--- config.mk ---
export PLATFORM = sky130hd
export DESIGN_NAME = fpeb_isqrt
export DESIGN_NICKNAME = d
export VERILOG_FILES = /design/src/hdl/fpeb_pkg.sv /design/src/hdl/fpeb_isqrt.sv
export SDC_FILE = /design/constraint.sdc
export NUM_CORES = 1
export LEC_CHECK = 0
export BUFFER_PORTS_ARGS = -buffer_cell sky130_fd_sc_hd__buf_4
export CAP_MARGIN = 20
export CORE_UTILIZATION = 56
export DETAILED_ROUTE_END_ITERATION = 12
export PLACE_DENSITY = 0.82
export SETUP_SLACK_MARGIN = 0.1
export SLEW_MARGIN = 20
export SYNTH_ARGS = -nofsm -noshare
export SYNTH_HDL_FRONTEND = slang
export SYNTH_SLANG_ARGS = --single-unit
--- constraint.sdc ---
create_clock -name clk -period 6.8 [get_ports clk]
set_clock_uncertainty 0.2 [all_clocks]
set_input_delay 2.04 -clock clk [delete_from_list [all_inputs] [get_ports clk]]
set_output_delay 2.04 -clock clk [all_outputs]
set_load 0.005 [all_outputs]
--- src/hdl/fpeb_pkg.sv ---
// Package: shared constants, types and state encoding for the frustum cull unit.
package fpeb_pkg;
	localparam int FRAC_BITS_DEF = 16;
	localparam int NUM_PLANES = 6;

	localparam logic FUNC_LOAD = 1'b0;
	localparam logic FUNC_BOX  = 1'b1;

	typedef enum logic [3:0] {
		ST_IDLE,
		ST_LOAD,
		ST_EX_RD,
		ST_EX_CMP,
		ST_EX_SQ,
		ST_EX_SQRT,
		ST_EX_DIV,
		ST_EX_WR,
		ST_BOX_RD,
		ST_BOX_MAC,
		ST_BOX_CHK,
		ST_BOX_OUT
	} fpeb_state_t;

	typedef struct packed {
		logic start;
		logic signed [31:0] num;
		logic [32:0] den;
	} div_req_t;

	function automatic logic signed [31:0] sat32(input logic signed [33:0] v);
		if (v > 34'sh0_7FFF_FFFF) return 32'h7FFF_FFFF;
		if (v < -34'sh0_8000_0000) return 32'h8000_0000;
		return v[31:0];
	endfunction
endpackage

--- src/hdl/fpeb_isqrt.sv ---
// Iterative integer square root, one result bit per cycle.
module fpeb_isqrt import fpeb_pkg::*; (
	input  logic        clk,
	input  logic        arst_n,
	input  logic        start,
	input  logic [65:0] radicand,
	output logic        done,
	output logic [32:0] root
);
	logic [65:0] rem_q;
	logic [32:0] root_q;
	logic [67:0] acc_q;
	logic [5:0]  cnt_q;
	logic        run_q;
	logic [67:0] acc_n;
	logic [67:0] trial;

	always_comb begin
		acc_n = {acc_q[65:0], rem_q[65:64]};
		trial = {root_q, 2'b01};
	end

	always_ff @(posedge clk or negedge arst_n) begin
		if (!arst_n) begin
			run_q <= 1'b0;
			done  <= 1'b0;
		end else begin
			if (start) begin
				run_q <= 1'b1;
				cnt_q <= 6'd33;
				done  <= 1'b0;
			end else if (run_q) begin
				cnt_q <= cnt_q - 6'd1;
				run_q <= (cnt_q != 6'd1);
				done  <= (cnt_q == 6'd1);
			end else begin
				done <= 1'b0;
			end
		end
	end

	always_ff @(posedge clk) begin
		if (start) begin
			rem_q  <= radicand;
			root_q <= '0;
			acc_q  <= '0;
		end else if (run_q) begin
			rem_q <= {rem_q[63:0], 2'b00};
			if (acc_n >= trial) begin
				acc_q  <= acc_n - trial;
				root_q <= {root_q[31:0], 1'b1};
			end else begin
				acc_q  <= acc_n;
				root_q <= {root_q[31:0], 1'b0};
			end
		end
	end

	assign root = root_q;
endmodule

; After elaboration in Yosys (flattened, before gate mapping)
; Index checks and enable logic that the tools add are counted.
[totals]
regBits = 173
latch_bits = 0
mem_bits_rw = 0
mem_bits_ro = 0
inputBits = 69
output_inout_bits = 34
wordCells = 21
memories = 0
[classes]
add_sub_neg = 2
multipliers = 0
div = 0
order_cmp = 1
n_eq_ne = 2
shift = 0
mux = 9
bitwise = 0
reduce_logical = 1
[op_table]
columns = op, count
row1 = 66-bit two-way mux, 3
row2 = 68-bit by 35-bit >= comparator with 1-bit output, 1
row3 = 66-bit by 35-bit subtractor with 66-bit output, 1
row4 = "6-bit by 1-bit == test with 1-bit output, second input constant", 1
row5 = 6-bit two-way mux, 1
row6 = "6-bit by 1-bit != test with 1-bit output, second input constant", 1
row7 = "6-bit by 1-bit subtractor with 6-bit output, second input constant", 1
row8 = 1-bit two-way mux, 5
row9 = 2-bit nonzero test, 1

; Logic depth before layout (Yosys ltp)
[logic_depth]
word_depth = 3
mapped_depth = 13
mapped_depth_nobuf = 10

; Least setup slack after synthesis
; No wires, ideal clock.
[synth_path]
path_kind = input port to flip-flop
from = input start
to = register rem_q[0] (enable)
setup_time_ns = 0.421
arrival_ns = 3.715
required_time_ns = 6.179
path_slack_ns = 2.464
path_stages = 3
n_path_buf = 1
cell_sequence = clkbuf_1 > nor2_1 > inv_1
[synth_via]
elab_chain_len = 1
[synth_lines]
columns = element, line_no
row1 = from (decl), fpeb_isqrt.sv:5  ; input logic start,
row2 = 2-bit nonzero test (no line), --
row3 = to (signal assigned), fpeb_isqrt.sv:44  ; rem_q <= radicand;
row4 = to (signal assigned), fpeb_isqrt.sv:48  ; rem_q <= {rem_q[63:0], 2'b00};
row5 = to (decl), fpeb_isqrt.sv:10  ; logic [65:0] rem_q;
; Every way passes these cells.
; A chain may end at the register's enable or synchronous reset.

; Worst setup path in the final report
[layout_path]
from = input start
to = register rem_q[64] (enable)
; Same word-level chain as after synthesis.

==> summary.md <==
| Metric | Value |
|---|---|
| Slew @ Worst Pin | `1050 ps` |
| Storage element area | `0.004198 mm^2` |
| Post-synth top area share | `21.82%` |
| Iter 0 DRT Violations | `729` |
| Startpoint types | `primary input` |
| Yosys top cell by area | `edfxtp_1` |
| Fin. max-slew vios | `0` |
| Crit Path Class | `in -> reg` |
| Largest net degree at the start of global routing | `96` |
| Total GRT Usage | `25.21%` |
| Min-delay src | `acc_q[65]` |
| DRT Pass-1 Iters | `5` |
| Hold_buf cts | `0` |
| Run status | `complete, no violations` |
| FILL cells | `1366` |
| RSZ-0062 raised after global routing | `no` |
| Min-delay worst type | `reg -> reg` |
| Crit end category | `register` |
| Cts bufs inserted | `17` |
| #FFs+latches synth | `173` |
| # IOs | `103` |
| Synth cell types | `74` |
| Sequential power share | `30.0%` |
| Met2 wire len | `10.20 mm` |
| Net switching power | `2.142 mW` |
| Switching portion of total power | `43.10%` |
| Final critical-path required period | `4236 ps` |
| Design Power | `4.969 mW` |
| Commonest cells post-synth | `119 x nor2_1, 99 x dfxtp_1, 93 x nand2_1, 72 x edfxtp_1, 65 x mux2_2` |
| Number of hold violations in the final report | `0` |
| First-pass GRT wire length | `36.81 mm` |
| Total wire length | `22.40 mm` |
| Final worst-path cycle share | `62.30%` |
| Worst Slack Setup Final | `2564 ps` |
| Synth-to-Final Area Change | `14.38%` |
| Footprint of the multi-input gates | `0.005285 mm^2` |
| Leakage | `4.668 nW` |
| N_diodes | `0` |
| Post-cts sizing count | `0` |
| Initial Util | `57.28%` |
| Post-synth EDFFs | `72` |
| Via Count | `8087` |
| Logic pwr share | `50.9%` |
| Synth Cell Area | `0.009907 mm^2` |
| Fin cells | `1345` |
| Peak supply drop | `289.4 uV` |
| Placed cell areas | `0.01077 mm^2` |
| DP Wirelength | `15.42 mm` |
| Synth Warn # | `0` |
| Via/cell ratio | `6.013` |
| Core area | `0.01730 mm^2` |
| Slew Limit Headroom | `29.59%` |
| CP max FO | `95` |
| Postcts setup bufs | `0` |
| Top Layer Used | `met4` |
| Most instantiated library cell after synthesis | `nor2_1` |
| TritonCTS clock tree | `yes` |
| Rows | `48` |
| Layout Utilization | `65.52%` |
| Grt total ovfl | `0` |
| Vias in the first global route | `7569` |
| Setup Total Neg Slack | `0 ps` |
| CTS H-tree depth | `4` |
| Die Ht | `135.0 um` |
| Die area | `0.01823 mm^2` |
| Ys flop type | `dfxtp_1` |
| Clock power frac | `19.1%` |
| Port bufs | `102` |
| Power density over the cells | `438.5 mW/mm^2` |
| CTS clk-pin slew, worst paths | `70 ps` |
| Clk sinks | `173` |
| Initial antenna violation count | `0` |
| Routed Antenna Nets | `0` |
| Seq/Total Area, Yosys | `42.33%` |
| Placed Cells | `1313` |
| Max-cap violations | `0` |
| Hold slack | `286.3 ps` |
| Setup Viol. Count Final | `0` |
| Drt drc | `0` |
| R2r startpoint | `acc_q[51]` |
| Insertion delay to the later sink of the worst-skew pair | `450 ps` |
| Critical Path AT | `4160 ps` |
| CTS Buffer Depth | `2` |
| Area contributors post-synth | `edfxtp_1 22%, dfxtp_1 20%, mux2_2 7.4%` |
| Layout cells sized above 1 | `19.82%` |
| Internal | `2.827 mW` |
| DR WL met3 | `1.584 mm` |
| M1 WL | `10.22 mm` |
| Worst slack, placed | `2029 ps` |
| Post-Syn Area per Cell | `9.499 um^2` |
| Routability Congestion | `0.9077` |
| Worst Path Required | `6730 ps` |
| Final instance area | `0.01133 mm^2` |
| Root Driver | `clkbuf_16` |
| Die X | `135.0 um` |
| FFs w/ async S/R, synth | `1.156%` |
| Max frequency | `0.2361 GHz` |
| Mapped Nets | `1149` |
| CP startpoint | `start` |
| Final-stage net count | `1213` |
| Avg WL per Cell | `16.65 um` |
| Mapped Cells | `1043` |
==> per-layer routing <==
layer,vias to the layer above,track usage (%)
li1,3960,-
met4,0,8.052
met1,3812,34.24
met2,280,39.29
met3,35,6.419
met5,-,0
==> cell type report <==
| cell class | instances | area share [%] |
|---|---|---|
| well taps | 225 | 2.484 |
| flip-flops and latches | 173 | 37.04 |
| multi-input cells | 758 | 46.64 |
| repair buffers | 108 | 7.221 |
| clock buffers | 18 | 3.787 |
| inverters | 49 | 1.623 |
| clock inverters | 14 | 1.203 |
==> cell families after synthesis <==
kind of cell,share of synthesized area [%]
adder cells (fa/ha/maj),4.673
XOR/XNOR,4.509
AO/OA/AOI/OAI,16.08
multiplexers,10.82
flip-flops,42.33
buffers and inverters,4.382
AND/OR/NAND/NOR,17.20
==> registers in the layout (all words and copies together), names as in the netlist <==
register  cells
cnt_q         6
root         33
run_q         1
acc_q        66
rem_q        66
done          1
==> worst max-delay path: stages <==
cell and delay (ps):
buf_4 780, nor2_1 150, inv_2 740, buf_4 410
==> placed cells by master, fill, tap and decap left out, drive strengths merged, types with 32 or more instances in the layout <==
cell type    n
a21oi       47
a311oi      32
buf        108
dfxtp       99
edfxtp      72
ha          37
inv         60
mux2        65
mux2i       34
nand2       93
nor2       119
o21ai       38
xnor2       37
==> power by group through the flow <==
stage          Clock, mW  Combinational, mW  Sequential (mW)
2_1_floorplan          0               1.97             1.44
3_3_place_gp           0               2.41             1.50
3_5_place_dp           0               2.46             1.50
4_1_cts            0.955               2.49             1.48
5_1_grt             1.00               2.78             1.52
6_report           0.950               2.53             1.49
==> path summary, 6_finish.rpt <==
check                                  to  slack, ps  cells past startpoint
worst max-delay path            rem_q[64]       2560                      4
worst min-delay path            acc_q[65]        290                      2
worst max register to register  acc_q[57]       2740                      8
worst min register to register  acc_q[65]        290                      2
max in group asynchronous           run_q       5060                      1
min in group asynchronous           run_q       1200                      1
(Power assumes the default switching activity.)
