===== src/hdl/fpeb_pkg.sv =====
// Package: shared constants, types and state encoding for the frustum cull unit.
package fpeb_pkg;
	localparam int FRAC_BITS_DEF = 16;
	localparam int NUM_PLANES = 6;

	localparam logic FUNC_LOAD = 1'b0;
	localparam logic FUNC_BOX  = 1'b1;

	typedef enum logic [3:0] {
		ST_IDLE,
		ST_LOAD,
		ST_EX_RD,
		ST_EX_CMP,
		ST_EX_SQ,
		ST_EX_SQRT,
		ST_EX_DIV,
		ST_EX_WR,
		ST_BOX_RD,
		ST_BOX_MAC,
		ST_BOX_CHK,
		ST_BOX_OUT
	} fpeb_state_t;

	typedef struct packed {
		logic start;
		logic signed [31:0] num;
		logic [32:0] den;
	} div_req_t;

	function automatic logic signed [31:0] sat32(input logic signed [33:0] v);
		if (v > 34'sh0_7FFF_FFFF) return 32'h7FFF_FFFF;
		if (v < -34'sh0_8000_0000) return 32'h8000_0000;
		return v[31:0];
	endfunction
endpackage


===== src/hdl/fpeb_div.sv =====
// Iterative restoring divider for (a << F) / len with saturation.
module fpeb_div import fpeb_pkg::*; #(
	parameter int FRAC_BITS = FRAC_BITS_DEF
) (
	input  logic               clk,
	input  logic               arst_n,
	input  div_req_t           req,
	output logic               done,
	output logic signed [31:0] quot
);
	localparam int NW = 32 + FRAC_BITS;
	logic [NW-1:0] num_q;
	logic [NW-1:0] q_q;
	logic [32:0]   den_q;
	logic [33:0]   rem_q;
	logic          neg_q;
	logic [6:0]    cnt_q;
	logic          run_q;
	logic [33:0]   rem_sh;
	logic [NW:0]   qmax;

	assign rem_sh = {rem_q[32:0], num_q[NW-1]};

	always_ff @(posedge clk or negedge arst_n) begin
		if (!arst_n) begin
			run_q <= 1'b0;
			done  <= 1'b0;
		end else begin
			if (req.start) begin
				run_q <= 1'b1;
				cnt_q <= 7'(NW);
				done  <= 1'b0;
			end else if (run_q) begin
				cnt_q <= cnt_q - 7'd1;
				run_q <= (cnt_q != 7'd1);
				done  <= (cnt_q == 7'd1);
			end else begin
				done <= 1'b0;
			end
		end
	end

	always_ff @(posedge clk) begin
		if (req.start) begin
			neg_q <= req.num[31];
			num_q <= NW'(req.num[31] ? 33'(-$signed({req.num[31], req.num}))
				: 33'({1'b0, req.num})) << FRAC_BITS;
			den_q <= req.den;
			rem_q <= '0;
			q_q   <= '0;
		end else if (run_q) begin
			num_q <= num_q << 1;
			if (rem_sh >= {1'b0, den_q}) begin
				rem_q <= rem_sh - {1'b0, den_q};
				q_q   <= {q_q[NW-2:0], 1'b1};
			end else begin
				rem_q <= rem_sh;
				q_q   <= {q_q[NW-2:0], 1'b0};
			end
		end
	end

	always_comb begin
		qmax = {1'b0, q_q};
		if (!neg_q) quot = (qmax > (NW+1)'(32'h7FFF_FFFF)) ? 32'h7FFF_FFFF : q_q[31:0];
		else if (qmax >= (NW+1)'(33'h1_0000_0000 >> 1)) quot = 32'h8000_0000;
		else quot = -$signed(q_q[31:0]);
	end
endmodule


===== config.mk =====
export PLATFORM = sky130hd
export DESIGN_NAME = fpeb_div
export DESIGN_NICKNAME = d
export VERILOG_FILES = /design/src/hdl/fpeb_pkg.sv /design/src/hdl/fpeb_div.sv
export SDC_FILE = /design/constraint.sdc
export NUM_CORES = 1
export LEC_CHECK = 0
export BUFFER_PORTS_ARGS = -buffer_cell sky130_fd_sc_hd__buf_2
export CAP_MARGIN = 25
export CORE_MARGIN = 2
export CORE_UTILIZATION = 42
export CTS_CLUSTER_DIAMETER = 100
export DETAILED_ROUTE_END_ITERATION = 8
export PLACE_DENSITY_LB_ADDON = 0.2
export SLEW_MARGIN = 40
export SYNTH_ARGS = -nofsm -noshare
export SYNTH_HDL_FRONTEND = slang
export SYNTH_SLANG_ARGS = --single-unit

===== constraint.sdc =====
create_clock -name clk -period 8.4 [get_ports clk]
set_clock_uncertainty 0.2 [all_clocks]
set_input_delay 1.68 -clock clk [delete_from_list [all_inputs] [get_ports clk]]
set_output_delay 1.68 -clock clk [all_outputs]
set_load 0.03 [all_outputs]

== After elaboration in Yosys (flattened, before gate mapping) ==
Cells that the tools add are included.
Widths: inputs -> output; s select.
Word-level totals
  logic and storage cells: 31
  register bits after elaboration: 156
Operators by class
  muxes and demuxes: 13
  equal/unequal tests: 2
  $lt $le $gt $ge: 3
  reductions and logical operators: 1
  add/sub/neg operators: 4
Operators by type and width (count)
  $mux 32: 4
  $mux 48: 2
  $neg 32->32: 2
  $ge 48x32->1 const B: 1
  $gt 48x31->1 const B: 1
  $ge 34x33->1: 1
  $mux 33: 1
  $sub 33x33->33: 1
  $eq 7x1->1 const B: 1
  $mux 7: 1
  $ne 7x1->1 const B: 1
  $sub 7x1->7 const B: 1
  $mux 1: 5
  $reduce_bool 2->1: 1

== Longest topological paths before layout ==
Gate-level depths: netlist of the first run.
  depth after elaboration: 3
  depth in mapped cells: 13

== Least setup slack after synthesis of the first run ==
Ideal clock, no wire load.
  kind: flip-flop to output port
  from: register q_q[6]
  to: output quot[29]
  buffers on the path: 0
  setup slack: 3415 ps
  arrival: 3105 ps
  stages on the path, launching flop included: 9
  cells stage by stage: dfxtp_1 or3_4 nand4bb_4 or2_1 or4b_1 or3_1 or3_1 a21o_1 a21oi_1
Between the ends
  longest elaborated chain between the ends: 3
  elaborated cells on any way between the ends: 6
  those cells by class: add/sub (1); order compare (2); mux (3)
Ends and longest elaborated chain
  start, declared: line fpeb_div.sv:13  | logic [NW-1:0] q_q;
  start signal, assigned: line fpeb_div.sv:55  | q_q <= {q_q[NW-2:0], 1'b1};
  start signal, assigned: line fpeb_div.sv:58  | q_q <= {q_q[NW-2:0], 1'b0};
  $gt 48x31->1, or another cell as far along: line fpeb_div.sv:65  | if (!neg_q) quot = (qmax > (NW+1)'(32'h7FFF_FFFF)) ? 32'h7FFF_FFFF : q_q[31:0];
  $mux 32 (on tied branches): line fpeb_div.sv:65, fpeb_div.sv:66
  $mux 32 (*): line fpeb_div.sv:65
  end, declared: line fpeb_div.sv:9  | output logic signed [31:0] quot
Mark *: on every way between the ends. The rest lies on a longest branch, timed or not.

== Worst setup path in the final report of the first run ==
  from: register q_q[0]
  to: output quot[16]
The elaborated chain is that of the path after synthesis.

==> results of run 1 <==
==> cell type report <==
cell class	instances	area, µm²	share of cell area [%]
Inverter	53	199	1.85
Tap cell	285	357	3.31
Clock inverter	14	105	0.977
Clock buffer	18	429	3.99
Multi-Input combinational cell	821	5240	48.7
Sequential cell	156	3870	35.9
Timing Repair Buffer	107	566	5.26
==> where the power goes <==
| part | switching (W) | total, W | internal [W] |
|---|---|---|---|
| combinational | 0.000107 | 0.000174 | 0.0000669 |
| sequential | 0.0000129 | 0.000849 | 0.000836 |
| clock | 0.000335 | 0.000719 | 0.000385 |
| total | 0.000455 | 0.00174 | 0.00129 |
==> logic make-up (layout without fill, tap and decap cells) <==
| family | Yosys count | in the layout |
|---|---|---|
| AOI/OAI and AO/OA | 272 | 272 |
| adders and majority gates | 38 | 38 |
| buffers and inverters | 111 | 192 |
| and+or+nand+nor | 403 | 403 |
| xor gates and xnor gates | 55 | 55 |
| DFF | 156 | 156 |
| muxes | 53 | 53 |
==> worst max-delay path: stages (launching register included) <==
cell,delay (ps)
dfxtp_1,360
inv_1,70
ha_1,170
or3b_4,390
or3_4,370
or3_4,350
or3_1,350
or3_1,350
or3_1,340
a211o_1,300
o21a_1,100
buf_2,170
==> layout by cell type, fill, tap and decap left out, types with 8 or more instances in the layout <==
cell       count
o31ai_1        9
xor2_1        36
edfxtp_1      73
xnor2_1       19
dfxtp_1       81
buf_2         99
o21ai_0       47
a311oi_1      25
nor3_1        22
a21oi_1       77
nor2_1       161
nand4_1       13
a31oi_1       12
inv_1         52
clkbuf_16     17
a21o_1        15
ha_1          37
a221o_1        8
nor4_1        10
a211oi_1      11
o311ai_0       9
or3_1         22
nand2_1      105
mux2i_1       52
nand3_1       17
==> stage by stage <==
step / total power, W / instance area (µm²) / utilization [%]
floorplan: 0.000982 / 9510 / -
global placement: 0.00104 / 10200 / 45.5
detailed placement: 0.00104 / 10200 / 45.5
CTS: 0.00176 / 10700 / 47.9
global route: 0.00183 / 10800 / 48.0
finish: 0.00174 / 10800 / 48.0
==> routing by layer <==
metal  routed length (µm)  track usage [%]  up-vias
met1                11300             27.5     3807
met2                 9670             28.5      140
li1                     -                -     4111
met3                  880             3.87       19
met5                    0                0        -
met4                  238             4.45        0
==> state kept, by name, indices dropped and copies added, names as in the netlist <==
register and count:
num_q 32, q_q 48, cnt_q 7, den_q 33, run_q 1, neg_q 1
done 1, rem_q 33
==> worst max path at each step <==
stage,endpoint,from,slack (ps)
after floorplan,quot[29],q_q[6],3410
after global routing,quot[30],q_q[1],2530
final,quot[16],q_q[0],2800
after global placement,quot[16],q_q[0],3290
after detailed placement,quot[16],q_q[0],3250
after CTS,quot[16],q_q[0],2780
==> impl_metrics.tcl, run 1 <==
set metrics [dict create \
    max_freq_ghz 0.178 \
    clock_sinks 156 \
    hp-start "rem_q[12]" \
    whs_endpoint "rem_q[13]" \
    num-nets-final 1262 \
    hpwl_um 15100 \
    cts.path.max_buffers 2 \
    ys.flop_type "dfxtp_1" \
    cts_hold_buf 0 \
    cts_tree "done" \
    async_reset_ff_share_pct 1.28 \
    drc 0 \
    synth_edf_count 73 \
    r2r-end "rem_q[32]" \
    crit_fanout 6 \
    clock_latency_ps 430 \
    ys_seq_area_share_pct 40.6 \
    tightestPinTransition_ps 811 \
    postCtsSetupRepairBufs 0 \
    port_buffers 100 \
    area_growth_pct 13.1 \
    netlist_top_cells_area "edfxtp_1 (23%), dfxtp_1 (17%), nor2_1 (6.4%), mux2i_1 (5.5%), ha_1 (4.9%)" \
    vias 8077 \
    crit_type "register to output port" \
    rows 55 \
    irDropWorstVdd_mv 0.0981 \
    yosysTopAreaCellShare_pct 23.0 \
    syn_inst 1088 \
    grt_pass1_wl_um 37000 \
    h-tree-depth 4 \
    max_cap_viol_count 0 \
    clk_pin_slew_ps 70 \
    synth_nets 1194 \
    die_h_um 154 \
    period_share_pct 66.7 \
    p_leak_nw 4.87 \
    synth.largest_area_cell "edfxtp_1" \
    post_cts_resized 0 \
    grtUsageTotal_pct 18.8 \
    synth.distinct_cells 70 \
    antenna_found_initial 1 \
    grt-ovfl-total 0 \
    reg2reg_from "den_q[10]" \
    via_per_inst 5.56 \
    drt_first_pass_iters 5 \
    gp_congestion 0.891 \
    dieArea_um2 23900 \
    drt-total-wl_um 22100 \
    grt_max_degree 121 \
    dr.first_iter.drc_count 586 \
    slew_headroom_pct 46.0 \
    dp_slack_ps 3250 \
    num-fill-cells 2229 \
    post-route-min-period_ps 5600 \
    cts_made_buffers 17 \
    synthSimpleGateAreaFrac_pct 19.9 \
    status "complete, no violations" \
    n_antenna_cell 0 \
    core_um2 22400 \
    synth_area_per_cell_um2 8.74 \
    critPathRequiredTime_ps 6520 \
    cp-end-kind "output port" \
    synth_commonest_cells "nor2_1 (162), nand2_1 (105), dfxtp_1 (81)" \
    finalSetupViolCount 0 \
    final_antenna_net_count 0 \
    synth_most_common_cell "nor2_1" \
    finalMaxSlewViolations 0 \
    pin_count 101 \
    synth_fa_ha_area_share_pct 5.08 \
    synth_compound_area_share_pct 19.3 \
    cts_root_buf "clkbuf_16" \
    stdcell_count 1454 \
    p_per_area_nw_per_um2 162 \
    worstRegToRegCells 11 \
    cp.arrival_ps 3720 \
    synth.area.mux_share_pct 5.59 \
    yosys_register_bits 156 \
    worstHoldPathType "register to register" \
    final_layout_size_suffix_gt1_share_pct 13.5 \
    worst_setup_path_start_kind "register" \
    grt_pass1_vias 7365 \
    die_x_um 154 \
    initial_utilization_pct 42.4 \
    hold_violations 0 \
    synth_xor_area_share_pct 5.07 \
    tns_ps 0 \
    whs_path_depth 2 \
    dp_cells 1422 \
    wl_per_cell_um 15.2 \
    yosys_warnings 0 \
    fin_ws_ps 2800 \
    syn_area_um2 9510 \
    reg2reg_slack_ps 4100 \
    synth_top_family_by_area "simple AND/OR/NAND/NOR gates" \
    whs_ps 293 \
    rsz0062_at_grt "no" \
]
(Power assumes the default switching activity.)
==> run 2: changes to the inputs <==
==> constraint.sdc (replaced) <==
create_clock -name clk -period 5.7 [get_ports clk]
set_clock_uncertainty 0.2 [all_clocks]
set_input_delay 1.14 -clock clk [delete_from_list [all_inputs] [get_ports clk]]
set_output_delay 1.14 -clock clk [all_outputs]
set_load 0.03 [all_outputs]
==> impl_metrics.tcl, run 2 (synthesized netlist as in run 1, its figures left out) <==
set metrics [dict create \
    worstRegToRegCells 11 \
    final_layout_size_suffix_gt1_share_pct 13.5 \
    reg2reg_slack_ps 1530 \
    gp_congestion 0.879 \
    period_share_pct 88.5 \
    cp_common_cell "or3_1" \
    worst_setup_path_start_kind "register" \
    clock_latency_ps 420 \
    finalSetupViolCount 0 \
    rows 55 \
    num-fill-cells 2195 \
    top_regs "q_q x48, den_q x33, rem_q x33" \
    antenna_found_initial 2 \
    critPathRequiredTime_ps 4360 \
    utilization_pct 48.2 \
    post_cts_resized 0 \
    cts_tree "done" \
    die_h_um 154 \
    slew_headroom_pct 45.2 \
    max_freq_ghz 0.198 \
    cts_made_buffers 17 \
    p_per_area_nw_per_um2 246 \
    hpwl_um 15300 \
    worstHoldPathType "register to register" \
    intPower_w 0.00199 \
    crit_type "register to output port" \
    h-tree-depth 4 \
    regMostFlops "q_q" \
    r2r-end "rem_q[20]" \
    pin_count 101 \
    finalMaxSlewViolations 0 \
    cp-end-kind "output port" \
    hold_violations 0 \
    grtUsageTotal_pct 18.7 \
    die_x_um 154 \
    drt-total-wl_um 22100 \
    core_um2 22400 \
    postCtsSetupRepairBufs 0 \
    whs_endpoint "rem_q[4]" \
    critPathMaxStageDelay_ps 390 \
    clock_sinks 156 \
    layout.cell_area.non_filler_um2 10800 \
    pwr-share-seq_pct 47.1 \
    num-nets-final 1263 \
    grt_max_degree 77 \
    clk_pin_slew_ps 70 \
    cts_hold_buf 0 \
    irDropWorstVdd_mv 0.182 \
    whs_ps 301 \
    cts.path.max_buffers 2 \
    cp.arrival_ps 3700 \
    grt_pass1_wl_um 37200 \
    drt_first_pass_iters 5 \
    post-route-min-period_ps 5040 \
    status "complete, no violations" \
    rsz0062_at_grt "no" \
    crit_fanout 6 \
    final_antenna_net_count 0 \
    vias 8085 \
    final_cell_mix "nor2_1 (161), nand2_1 (105), buf_2 (99), dfxtp_1 (81), a21oi_1 (77)" \
    combPwrFrac_pct 9.6 \
    switching_share_pct 25.2 \
    dp_slack_ps 1110 \
    tns_ps 0 \
    port_buffers 100 \
    multi_input_area_um2 5240 \
    dr.first_iter.drc_count 477 \
    cts_root_buf "clkbuf_16" \
    p_clk_share_pct 43.2 \
    final_common_cell "nor2_1" \
    reg2reg_from "den_q[10]" \
    grt_pass1_vias 7535 \
    grt-ovfl-total 0 \
    wl_per_cell_um 15.2 \
    dieArea_um2 23900 \
    largest_register_ffs 48 \
    crit_chain "inv_1, ha_1, or3b_4, or3_4, or3_4, or3_1, or3_1, or3_1, a211o_1, o21a_1, buf_2" \
    whs_path_depth 2 \
    drc 0 \
    switching_power_w 0.000670 \
    p_leak_nw 4.88 \
    postPlaceCellArea_um2 10200 \
    initial_utilization_pct 42.4 \
    max_cap_viol_count 0 \
    tightestPinTransition_ps 822 \
    area_growth_pct 13.8 \
    seq_area_um2 3870 \
    slowest_stage "or3b_4" \
    fin_ws_ps 658 \
    via_per_inst 5.56 \
    hp-start "rem_q[3]" \
    n_antenna_cell 0 \
]
[run 2: cell types whose count changed in the layout (fill, tap and decap cells not counted), sizes merged]
cell | previous run | this run
clkbuf | 19 | 18
buf | 106 | 108
bufinv | 0 | 2
clkinvlp | 0 | 3
inv | 63 | 58
[run 2: worst max-delay path by stage]
stage               startpoint        to  slack, ps  cells after the start
floorplan               q_q[6]  quot[29]       1250                      8
global placement        q_q[0]  quot[16]       1120                     11
detailed placement      q_q[1]  quot[16]       1110                     11
CTS                     q_q[0]  quot[16]        640                     11
global route            q_q[0]  quot[30]        400                     11
finish                  q_q[1]  quot[16]        660                     11
[run 2: metal layers]
layer  global-route usage (%)  wire length [µm]  vias up
met4                     4.19               197        2
met2                     29.3              9680      173
li1                         -                 -     4104
met5                        0                13        -
met1                     27.1             11300     3786
met3                     3.33               908       20
[run 2: final cells by class]
class	instances	area share [%]
multi-input cells	821	48.4
flip-flops and latches	156	35.7
repair buffers	108	5.27
clock buffers	18	3.97
well taps	285	3.30
inverters	53	1.84
clock inverters	14	1.47
[run 2: metrics by stage]
step | cells | total power (W)
after floorplan | 1088 | 0.00145
after global placement | 1423 | 0.00153
after detailed placement | 1423 | 0.00153
after CTS | 1455 | 0.00269
after global routing | 1455 | 0.00277
final | 1455 | 0.00266
[run 2: worst max-delay path, delay by kind of cell, from the launching register on]
family          cells  cell delay, ps
simple gates        6            2120
compound gates      2             390
flops               1             360
buf+inv             2             240
fa+ha+maj           1             160
[run 2: power groups by stage]
stage | registers (W) | logic [W] | clock network [W]
after floorplan | 0.00127 | 0.000178 | 0
after global placement | 0.00127 | 0.000255 | 0
after detailed placement | 0.00128 | 0.000255 | 0
after CTS | 0.00125 | 0.000257 | 0.00118
after global routing | 0.00126 | 0.000291 | 0.00122
final | 0.00125 | 0.000256 | 0.00115
==> run 3: changes to the inputs <==
--- a/config.mk
+++ b/config.mk
@@ -5,6 +5,7 @@
 export SDC_FILE = /design/constraint.sdc
 export NUM_CORES = 1
 export LEC_CHECK = 0
+export ABC_AREA = 1
 export BUFFER_PORTS_ARGS = -buffer_cell sky130_fd_sc_hd__buf_2
 export CAP_MARGIN = 25
 export CORE_MARGIN = 2
==> impl_metrics.tcl, run 3 <==
set metrics [dict create \
    status "complete, no violations" \
    port_buffers 100 \
    post_cts_resized 0 \
    largest_register_ffs 48 \
    worstRegToRegCells 12 \
    max_freq_ghz 0.233 \
    synth.largest_area_cell "edfxtp_1" \
    grt-ovfl-total 0 \
    hold_violations 0 \
    hpwl_um 19800 \
    synth_area_per_cell_um2 6.93 \
    postCtsSetupRepairBufs 0 \
    via_per_inst 5.11 \
    grtUsageTotal_pct 21.5 \
    dr.first_iter.drc_count 532 \
    tightestPinTransition_ps 761 \
    clock_sinks 156 \
    rows 57 \
    p_leak_nw 5.89 \
    clock_latency_ps 440 \
    final_cell_mix "nand2_1 (385), inv_1 (248), nand3_1 (127), nor2_1 (123), buf_2 (100)" \
    core_um2 24200 \
    slowest_stage "inv_1" \
    critPathRequiredTime_ps 4360 \
    period_share_pct 75.2 \
    grt_pass1_vias 9248 \
    die_x_um 161 \
    drc 0 \
    clk_pin_slew_ps 70 \
    grt_max_degree 68 \
    ys_seq_area_share_pct 37.3 \
    cp.depth 12 \
    pin_count 101 \
    dp_slack_ps 1890 \
    syn_inst 1494 \
    pwr-share-seq_pct 30.9 \
    gp_congestion 0.943 \
    cp-end-kind "output port" \
    dp_cells 1876 \
    final_antenna_net_count 0 \
    synth_edf_count 73 \
    top_regs "q_q x48, den_q x33, rem_q x33" \
    r2r-end "rem_q[21]" \
    crit_fanout 19 \
    crit_chain "inv_1, nand4_1, nor2_1, nand3_2, inv_1, nand2_2, inv_1, o21ai_0, a21oi_1, o21ai_0, nand2_1, buf_2" \
    irDropWorstVdd_mv 0.185 \
    reg2reg_slack_ps 2360 \
    total_power_w 0.00462 \
    async_reset_ff_share_pct 1.28 \
    h-tree-depth 4 \
    crit_family "buffers and inverters" \
    switching_share_pct 43.2 \
    synth_nets 1600 \
    worstHoldPathType "register to register" \
    p_per_area_nw_per_um2 394 \
    critPathMaxStageDelay_ps 380 \
    rsz0062_at_grt "no" \
    cts_tree "done" \
    cts_made_buffers 17 \
    yosys_warnings 0 \
    final_layout_size_suffix_gt1_share_pct 11.5 \
    cts_hold_buf 0 \
    endpoint "quot[24]" \
    die_h_um 161 \
    cts.path.max_buffers 2 \
    drt_first_pass_iters 5 \
    reg2reg_from "den_q[17]" \
    cp.arrival_ps 2950 \
    cp_common_cell "inv_1" \
    ys.flop_type "dfxtp_1" \
    post-route-min-period_ps 4290 \
    dieArea_um2 25900 \
    area_growth_pct 13.1 \
    grt_pass1_wl_um 45500 \
    combPwrFrac_pct 43.8 \
    crit_start "q_q[36]" \
    regMostFlops "q_q" \
    stdcell_count 1909 \
    wl_per_cell_um 14.2 \
    finalSetupViolCount 0 \
    synth_commonest_cells "nand2_1 (385), inv_1 (249), nand3_1 (127)" \
    yosysTopAreaCellShare_pct 21.2 \
    initial_utilization_pct 42.7 \
    syn_area_um2 10400 \
    worst_setup_path_start_kind "register" \
    worst-path-buf-inv 4 \
    crit_type "register to output port" \
    max_cap_viol_count 0 \
    p_clk_share_pct 25.3 \
    num-nets-final 1677 \
    final_common_cell "nand2_1" \
    slew_headroom_pct 49.3 \
    vias 9757 \
    switching_power_w 0.00200 \
    antenna_found_initial 2 \
    drt-total-wl_um 27100 \
    synth.distinct_cells 48 \
    finalMaxSlewViolations 0 \
    synth_most_common_cell "nand2_1" \
    cts_root_buf "clkbuf_16" \
    netlist_top_cells_area "edfxtp_1 (21%), dfxtp_1 (16%), nand2_1 (14%), inv_1 (9.0%), nand3_1 (6.1%)" \
    yosys_register_bits 156 \
    tns_ps 0 \
    intPower_w 0.00262 \
    fin_ws_ps 1410 \
]
==> run 3: kinds of logic (layout without fill, tap and decap cells) <==
| kind of cell | Yosys count | in the layout | synth area share, % |
|---|---|---|---|
| buffers and inverters | 305 | 395 | 11.4 |
| other | 0 | 1 | 0 |
| and+or+nand+nor | 747 | 747 | 31.8 |
| xor gates and xnor gates | 39 | 39 | 3.30 |
| adders and majority gates | 38 | 38 | 4.66 |
| DFF | 156 | 156 | 37.3 |
| AOI/OAI and AO/OA | 209 | 209 | 11.6 |
==> run 3: per-layer routing <==
metal	up-vias	track usage (%)	wire length [µm]
met5	-	0	0
li1	5039	-	-
met3	41	3.26	1120
met1	4471	28.5	12700
met4	0	7.31	531
met2	206	36.1	12800
==> run 3: worst min-delay path by stage <==
stage | start | endpoint | slack, ps | depth (start not counted)
finish | rem_q[30] | rem_q[30] | 270 | 2
global route | rem_q[21] | rem_q[21] | 300 | 2
CTS | rem_q[21] | rem_q[21] | 270 | 2
detailed placement | rem_q[21] | rem_q[21] | 260 | 2
global placement | rem_q[21] | rem_q[21] | 260 | 2
floorplan | rem_q[21] | rem_q[21] | 240 | 2
==> run 3: power groups by stage <==
| stage | logic, W | registers, W | clock network (W) |
|---|---|---|---|
| 6_report | 0.00202 | 0.00143 | 0.00117 |
| 5_1_grt | 0.00229 | 0.00145 | 0.00124 |
| 4_1_cts | 0.00201 | 0.00143 | 0.00120 |
| 3_5_place_dp | 0.00200 | 0.00145 | 0 |
| 3_3_place_gp | 0.00200 | 0.00145 | 0 |
| 2_1_floorplan | 0.00157 | 0.00142 | 0 |
==> run 3: worst reg2reg max path: cells and delay by family (launching register included) <==
kind	cells	cell delay [ps]
and+or+nand+nor	7	1670
AOI/OAI and AO/OA	2	530
DFF	1	370
adders and majority gates	1	370
buffers and inverters	2	90
==> run 3: area by class of cell <==
cell class                      instances  area (µm²)
Tap cell                              324         405
Fill cell                            2501       12500
Timing Repair Buffer                  106         546
Clock buffer                           18         450
Inverter                              257         965
Antenna cell                            1        2.50
Multi-Input combinational cell       1033        5320
Clock inverter                         14         165
Sequential cell                       156        3860
==> run 3: stage by stage <==
stage / instance area [µm²] / utilization (%) / hold WS, ps
6_report: 11700 / 48.3 / 272
4_1_cts: 11700 / 48.3 / 274
2_1_floorplan: 10400 / - / 243
5_1_grt: 11700 / 48.3 / 296
3_3_place_gp: 11100 / 45.8 / 257
3_5_place_dp: 11100 / 45.8 / 263
